==> config.mk <==
export PLATFORM = sky130hd
export DESIGN_NAME = mouse_packet_check_and_byte_fifo
export DESIGN_NICKNAME = d
export VERILOG_FILES = /design/src/sv/mpcbf_pkg.sv /design/src/sv/mpcbf_byte_ram.sv /design/src/sv/mpcbf_seq.sv /design/src/sv/mouse_packet_check_and_byte_fifo.sv
export SDC_FILE = /design/constraint.sdc
export NUM_CORES = 1
export LEC_CHECK = 0
export ABC_AREA = 1
export BUFFER_PORTS_ARGS = -buffer_cell sky130_fd_sc_hd__buf_2
export CELL_PAD_IN_SITES_DETAIL_PLACEMENT = 1
export CELL_PAD_IN_SITES_GLOBAL_PLACEMENT = 1
export CORE_MARGIN = 2
export CORE_UTILIZATION = 50
export DETAILED_ROUTE_END_ITERATION = 6
export PLACE_DENSITY = 0.78
export SYNTH_ARGS = -nofsm -noshare
export SYNTH_HDL_FRONTEND = slang
export SYNTH_HIERARCHICAL = 1
export SYNTH_SLANG_ARGS = --single-unit
==> constraint.sdc <==
create_clock -name clk -period 3.6 [get_ports clk]
set_clock_uncertainty 0.1 [all_clocks]
set_input_delay 1.08 -clock clk [delete_from_list [all_inputs] [get_ports clk]]
set_output_delay 1.08 -clock clk [all_outputs]
set_load 0.05 [all_outputs]
==> src/sv/mpcbf_pkg.sv <==
// Shared constants and item types for the mouse packet check and byte FIFO block.
`timescale 1ns / 1ps

package mpcbf_pkg;

    // Byte store depth and derived widths
    localparam int STORE_DEPTH = 128;
    localparam int IDX_W       = (STORE_DEPTH > 1) ? $clog2(STORE_DEPTH) : 1;
    localparam int CNT_W       = $clog2(STORE_DEPTH + 1);
    localparam int PKT_LEN     = 3;

    // Operation codes
    localparam logic OP_PACKET = 1'b0;
    localparam logic OP_READ   = 1'b1;

    // Status byte check bits
    localparam int BIT_ALWAYS_ONE = 3;
    localparam int BIT_X_OVF      = 6;
    localparam int BIT_Y_OVF      = 7;

    typedef struct packed {
        logic       operation;
        logic [7:0] status_byte;
        logic [7:0] x_move;
        logic [7:0] y_move;
    } in_item_t;

    typedef struct packed {
        logic       packet_rejected;
        logic [1:0] bytes_stored;
        logic       read_ready;
        logic [7:0] out_byte0;
        logic [7:0] out_byte1;
        logic [7:0] out_byte2;
        logic [7:0] fill_level;
    } out_item_t;

    // Handshake between sequencer and output stage
    typedef struct packed {
        logic done;
        logic ack;
    } seq_hs_t;

endpackage

==> src/sv/mpcbf_byte_ram.sv <==
// Single-port byte memory with registered read data.
`timescale 1ns / 1ps

module mpcbf_byte_ram #(
    parameter int WIDTH  = 8,
    parameter int DEPTH  = 128,
    parameter int ADDR_W = (DEPTH > 1) ? $clog2(DEPTH) : 1
) (
    input  logic              clk,
    input  logic              we,
    input  logic [ADDR_W-1:0] addr,
    input  logic [WIDTH-1:0]  wdata,
    output logic [WIDTH-1:0]  rdata
);

    logic [WIDTH-1:0] mem [DEPTH];
    logic [WIDTH-1:0] rdata_reg;

    // Write or read one entry per cycle
    always_ff @(posedge clk)
    begin
        if (we)
        begin
            mem[addr] <= wdata;
        end
        rdata_reg <= mem[addr];
    end

    assign rdata = rdata_reg;

endmodule

==> src/sv/mpcbf_seq.sv <==
// Sequencer: packet check, pointer/count unit and byte-at-a-time memory access.
`timescale 1ns / 1ps

module mpcbf_seq (
    input  logic                     clk,
    input  logic                     rst_n,
    input  logic                     in_valid,
    output logic                     in_ready,
    input  mpcbf_pkg::in_item_t      in_data,
    output mpcbf_pkg::out_item_t     result,
    input  logic                     out_ack,
    output logic                     done,
    output logic                     ram_we,
    output logic [mpcbf_pkg::IDX_W-1:0] ram_addr,
    output logic [7:0]               ram_wdata,
    input  logic [7:0]               ram_rdata
);
    import mpcbf_pkg::*;

    typedef enum logic [2:0] {
        S_IDLE,
        S_PUSH,
        S_POP,
        S_LAST,
        S_DONE
    } state_t;

    state_t           state_reg, state_next;
    logic [1:0]       step_reg, step_next;
    logic [IDX_W-1:0] head_reg, head_next;
    logic [IDX_W-1:0] tail_reg, tail_next;
    logic [CNT_W-1:0] count_reg, count_next;
    in_item_t         item_reg, item_next;
    logic             rejected_reg, rejected_next;
    logic [1:0]       stored_reg, stored_next;
    logic             ready_reg, ready_next;
    logic [7:0]       b0_reg, b0_next;
    logic [7:0]       b1_reg, b1_next;
    logic [7:0]       b2_reg, b2_next;

    logic [IDX_W-1:0] ptr_sel;
    logic [IDX_W-1:0] ptr_inc;
    logic             store_full;
    logic             bad_status;
    logic [CNT_W+7:0] fill_wide;

    // Shared pointer unit: advance with wrap
    assign ptr_sel    = (state_reg == S_PUSH) ? tail_reg : head_reg;
    assign ptr_inc    = (ptr_sel == IDX_W'(STORE_DEPTH - 1)) ? '0 : ptr_sel + 1'b1;
    assign store_full = (count_reg == CNT_W'(STORE_DEPTH));
    assign bad_status = in_data.status_byte[BIT_X_OVF] | in_data.status_byte[BIT_Y_OVF]
                      | ~in_data.status_byte[BIT_ALWAYS_ONE];
    assign fill_wide  = {8'b0, count_reg};

    // Memory port follows the current pointer
    assign ram_addr = ptr_sel;
    always_comb
    begin
        case (step_reg)
            2'd0:    ram_wdata = item_reg.status_byte;
            2'd1:    ram_wdata = item_reg.x_move;
            default: ram_wdata = item_reg.y_move;
        endcase
    end
    assign ram_we = (state_reg == S_PUSH) && !store_full;

    // Next state and datapath
    always_comb
    begin
        state_next    = state_reg;
        step_next     = step_reg;
        head_next     = head_reg;
        tail_next     = tail_reg;
        count_next    = count_reg;
        item_next     = item_reg;
        rejected_next = rejected_reg;
        stored_next   = stored_reg;
        ready_next    = ready_reg;
        b0_next       = b0_reg;
        b1_next       = b1_reg;
        b2_next       = b2_reg;
        case (state_reg)
            S_IDLE:
            begin
                if (in_valid)
                begin
                    item_next     = in_data;
                    step_next     = 2'd0;
                    rejected_next = 1'b0;
                    stored_next   = 2'd0;
                    ready_next    = 1'b0;
                    b0_next       = 8'd0;
                    b1_next       = 8'd0;
                    b2_next       = 8'd0;
                    if (in_data.operation == OP_PACKET)
                    begin
                        if (bad_status)
                        begin
                            rejected_next = 1'b1;
                            state_next    = S_DONE;
                        end
                        else
                        begin
                            state_next = S_PUSH;
                        end
                    end
                    else
                    begin
                        if (count_reg >= CNT_W'(PKT_LEN))
                        begin
                            ready_next = 1'b1;
                            state_next = S_POP;
                        end
                        else
                        begin
                            state_next = S_DONE;
                        end
                    end
                end
            end
            S_PUSH:
            begin
                // Push one byte, drop it alone when full
                if (!store_full)
                begin
                    tail_next   = ptr_inc;
                    count_next  = count_reg + 1'b1;
                    stored_next = stored_reg + 2'd1;
                end
                step_next = step_reg + 2'd1;
                if (step_reg == 2'd2)
                begin
                    state_next = S_DONE;
                end
            end
            S_POP:
            begin
                // Issue one read, capture the previous one
                head_next  = ptr_inc;
                count_next = count_reg - 1'b1;
                step_next  = step_reg + 2'd1;
                case (step_reg)
                    2'd1:    b0_next = ram_rdata;
                    2'd2:    b1_next = ram_rdata;
                    default: ;
                endcase
                if (step_reg == 2'd2)
                begin
                    state_next = S_LAST;
                end
            end
            S_LAST:
            begin
                b2_next    = ram_rdata;
                state_next = S_DONE;
            end
            S_DONE:
            begin
                if (out_ack)
                begin
                    state_next = S_IDLE;
                end
            end
            default:
            begin
                state_next = S_IDLE;
            end
        endcase
    end

    // Hold state, pointers and result fields
    always_ff @(posedge clk or negedge rst_n)
    begin
        if (!rst_n)
        begin
            state_reg <= S_IDLE;
            step_reg  <= 2'd0;
            head_reg  <= '0;
            tail_reg  <= '0;
            count_reg <= '0;
        end
        else
        begin
            state_reg <= state_next;
            step_reg  <= step_next;
            head_reg  <= head_next;
            tail_reg  <= tail_next;
            count_reg <= count_next;
        end
    end

    always_ff @(posedge clk)
    begin
        item_reg     <= item_next;
        rejected_reg <= rejected_next;
        stored_reg   <= stored_next;
        ready_reg    <= ready_next;
        b0_reg       <= b0_next;
        b1_reg       <= b1_next;
        b2_reg       <= b2_next;
    end

    assign in_ready = (state_reg == S_IDLE);
    assign done     = (state_reg == S_DONE);

    always_comb
    begin
        result.packet_rejected = rejected_reg;
        result.bytes_stored    = stored_reg;
        result.read_ready      = ready_reg;
        result.out_byte0       = b0_reg;
        result.out_byte1       = b1_reg;
        result.out_byte2       = b2_reg;
        result.fill_level      = fill_wide[7:0];
    end

endmodule

==> src/sv/mouse_packet_check_and_byte_fifo.sv <==
// Top level: sequencer, byte memory and registered result stage.
// A rejected packet or an empty read goes straight to the done state; a
// stored packet or a successful read moves its bytes one per cycle through
// the single memory port. The sequencer takes no new item until its result
// has entered the output register. Reset clears pointers, count and valid;
// no clear pass.
`timescale 1ns / 1ps

module mouse_packet_check_and_byte_fifo (
    input  logic                 clk,
    input  logic                 rst_n,
    input  logic                 in_valid,
    output logic                 in_ready,
    input  mpcbf_pkg::in_item_t  in_data,
    output logic                 out_valid,
    input  logic                 out_ready,
    output mpcbf_pkg::out_item_t out_data
);
    import mpcbf_pkg::*;

    seq_hs_t          hs;
    out_item_t        result;
    logic             ram_we;
    logic [IDX_W-1:0] ram_addr;
    logic [7:0]       ram_wdata;
    logic [7:0]       ram_rdata;
    logic             out_valid_reg, out_valid_next;
    out_item_t        out_data_reg;

    mpcbf_seq u_seq (
        .clk       (clk),
        .rst_n     (rst_n),
        .in_valid  (in_valid),
        .in_ready  (in_ready),
        .in_data   (in_data),
        .result    (result),
        .out_ack   (hs.ack),
        .done      (hs.done),
        .ram_we    (ram_we),
        .ram_addr  (ram_addr),
        .ram_wdata (ram_wdata),
        .ram_rdata (ram_rdata)
    );

    mpcbf_byte_ram #(
        .WIDTH (8),
        .DEPTH (STORE_DEPTH)
    ) u_ram (
        .clk   (clk),
        .we    (ram_we),
        .addr  (ram_addr),
        .wdata (ram_wdata),
        .rdata (ram_rdata)
    );

    // Load the result when the output register is free or being drained
    assign hs.ack = hs.done && (!out_valid_reg || out_ready);

    always_comb
    begin
        out_valid_next = out_valid_reg;
        if (hs.ack)
        begin
            out_valid_next = 1'b1;
        end
        else if (out_ready)
        begin
            out_valid_next = 1'b0;
        end
    end

    always_ff @(posedge clk or negedge rst_n)
    begin
        if (!rst_n)
        begin
            out_valid_reg <= 1'b0;
        end
        else
        begin
            out_valid_reg <= out_valid_next;
        end
    end

    always_ff @(posedge clk)
    begin
        if (hs.ack)
        begin
            out_data_reg <= result;
        end
    end

    assign out_valid = out_valid_reg;
    assign out_data  = out_data_reg;

endmodule

==> out/qor.csv <==
metric,value,unit
syn-num-nets,4836,
synthDistinctLibCells,43,
drc,0,
timing.fmax,0.289,GHz
rsz0062_at_grt,false,
syn-cell-area,48800,sq um
cp.arrival,3760,ps
die_width,316,microns
slew_headroom,43.3,%
antenna_cells,0,
n_fill_cell,10400,
setup.worst_path.class,reg2reg,
numCtsBuffers,119,
hold_viol,0,
initial_core_util,50.4,%
std_cell_rows,114,
die_h,316,microns
h-tree-depth,3,
cts_hold_buf,0,
die_area,100000,sq um
ys_seq_area_share,70.3,%
dr.pass1.iters,5,
area_delta_synth_final,14.9,%
io_pins,67,
core_area,96700,sq um
ys_warn_count,6,
regArea,34300,sq um
cp-end-kind,register,
clock_path_buffers,3,
status,finished clean,
port_buffers,66,
track_usage,29.2,%
grt_pass1_wl,221000,microns
critical_path_peak_fanout,22,
tightest_slew,850,ps
finalNonFillerCells,6408,
grt-ovfl-total,0,
gp_congestion,0.824,
cp.required,3910,ps
dr_total_vias,35200,
grt_pass1_vias,37600,
syn_inst,4796,
clock_latency,730,ps
largest_register_ffs,1024,
final_max_slew_viol_count,0,
syn_area_per_cell,10.2,sq um
layout.nets,5072,
maxCapViolCount,0,
antenna_found_initial,3,
setup_viol,0,
ant_nets,0,
ir_drop,0.651,mV
p_per_area,920,nW/um^2
cts-root-buf,clkbuf_16,
wl,146000,microns
wl_per_cell,22.8,microns
fin_setup_tns,0,ps
start_kind,register,
grt_max_degree,112,
p_leak,23.6,nW
finalCritPeriodShare,96.0,%
place_inst,6180,
cts_tree,done,
drive_gt1_share,11.1,%
via_per_inst,5.49,
clk_pin_slew_worst_paths,60,ps
ys_ff_latch,1148,
fin_crit,3450,ps
cts_sinks,1148,
hp-class,in2async,
multi_input_area,13000,sq um
drt_iter0_drc,2988,
dp_hpwl,89800,microns
fin_hold_ws,304,ps
## metal layers
layer / up-vias / track usage, % / wire [microns]
met5: - / 0 / 13
met4: 2 / 10.7 / 4680
met3: 291 / 3.68 / 8690
met2: 1195 / 50.8 / 73400
met1: 17700 / 37.6 / 59500
li1: 16000 / - / -
## what timing repair did
item	in CTS	in global routing
setup buffers	0	4
setup endpoints to repair	3	113
gates cloned	0	3
pin swaps	0	1
gates resized for setup	1	11
## kinds of logic (layout without fill, tap and decap cells)
group | after synthesis | in the layout | share of synthesized area, %
and+or+nand+nor | 3229 | 3229 | 25.3
AOI/OAI and AO/OA | 58 | 58 | 0.703
buffers and inverters | 342 | 678 | 3.34
DFF | 1148 | 1148 | 70.3
adders and majority gates | 11 | 11 | 0.298
xor gates and xnor gates | 8 | 8 | 0.144
## metrics by stage
stage          utilization (%)  power (W)  setup slack, ps  area, sq um
2_1_floorplan                -     0.0311              263        48800
3_3_place_gp              53.9     0.0382             48.0        52100
3_5_place_dp              53.9     0.0391            -28.2        52100
4_1_cts                   57.8     0.0513             58.6        55900
5_1_grt                   57.9     0.0542             31.5        56000
6_report                  57.9     0.0515              146        56000
## path summary, 6_finish.rpt
kind | from | endpoint | slack (ps) | cells after the start
min reg2reg | u_seq/b0_reg[2] | out_data[26] | 310 | 0
min in group clk | u_seq/b0_reg[2] | out_data[26] | 310 | 0
max reg2reg | u_seq/state_reg[1] | u_ram/mem[30][1] | 150 | 9
max in group asynchronous | rst_n | u_seq/head_reg[5] | 2650 | 1
min | rst_n | out_valid | 300 | 1
max | u_seq/state_reg[1] | u_ram/mem[30][1] | 150 | 9
## layout make-up
| class | count | share of cell area, % |
|---|---|---|
| flip-flops and latches | 1148 | 61.2 |
| multi-input cells | 3306 | 23.2 |
| clock buffers | 152 | 5.63 |
| repair buffers | 339 | 5.21 |
| well taps | 1276 | 2.85 |
| clock inverters | 69 | 1.07 |
| inverters | 116 | 0.864 |
| repair inverters | 2 | 0.0357 |
## Yosys cell counts (all sizes together)
| cell | number | share of area, % |
|---|---|---|
| a21oi | 14 | 0.15 |
| o22ai | 2 | 0.026 |
| nor3 | 1 | 0.010 |
| nor4 | 1 | 0.013 |
| xnor2 | 3 | 0.054 |
| edfxtp | 1112 | 68 |
| or2 | 12 | 0.15 |
| fa | 1 | 0.041 |
| a21boi | 1 | 0.015 |
| ha | 10 | 0.26 |
| a31oi | 2 | 0.026 |
| o21bai | 2 | 0.031 |
| xor2 | 5 | 0.090 |
| clkbuf | 33 | 0.25 |
| buf | 193 | 2.2 |
| nor2 | 282 | 2.3 |
| nand3 | 54 | 0.60 |
| o211ai | 2 | 0.031 |
| nand2 | 2875 | 22 |
| dfrtp | 28 | 1.4 |
| a22oi | 8 | 0.12 |
| nand3b | 1 | 0.015 |
| dfxtp | 8 | 0.33 |
| o21ai | 27 | 0.30 |
| inv | 116 | 0.90 |
| nand4 | 3 | 0.038 |
## placed cells by master (no fill, tap or decap), types with 7 or more instances in the layout
cell type  count
bufinv_16      8
buf_2         66
clkbuf_1      28
clkbuf_16    120
dfrtp_1       28
nand2_1     2860
nand2_4        9
a21oi_1       13
nand3_1       50
buf_12        38
a22oi_1        8
ha_1          10
o21ai_0       16
clkinv_2      31
edfxtp_1    1112
dfxtp_1        8
inv_6          7
clkinv_1      17
o21ai_1        7
or2_2          9
inv_1        109
nor2_2         8
nor2_1       271
buf_4        231
## power breakdown
part	switching (W)	internal, W
Clock	0.00526	0.00675
Sequential	0.000310	0.0178
Combinational	0.0160	0.00540
Total	0.0216	0.0299
## worst max-delay path, stage by stage, from the launching register on
cell,delay (ps)
dfrtp_1,490
nor2_8,220
nand3_1,210
nand2_8,280
nand2_1,340
nor2_1,230
nand2_1,520
buf_4,400
nor2_1,120
buf_4,200
No activity file was read; power rests on OpenSTA's default activity.
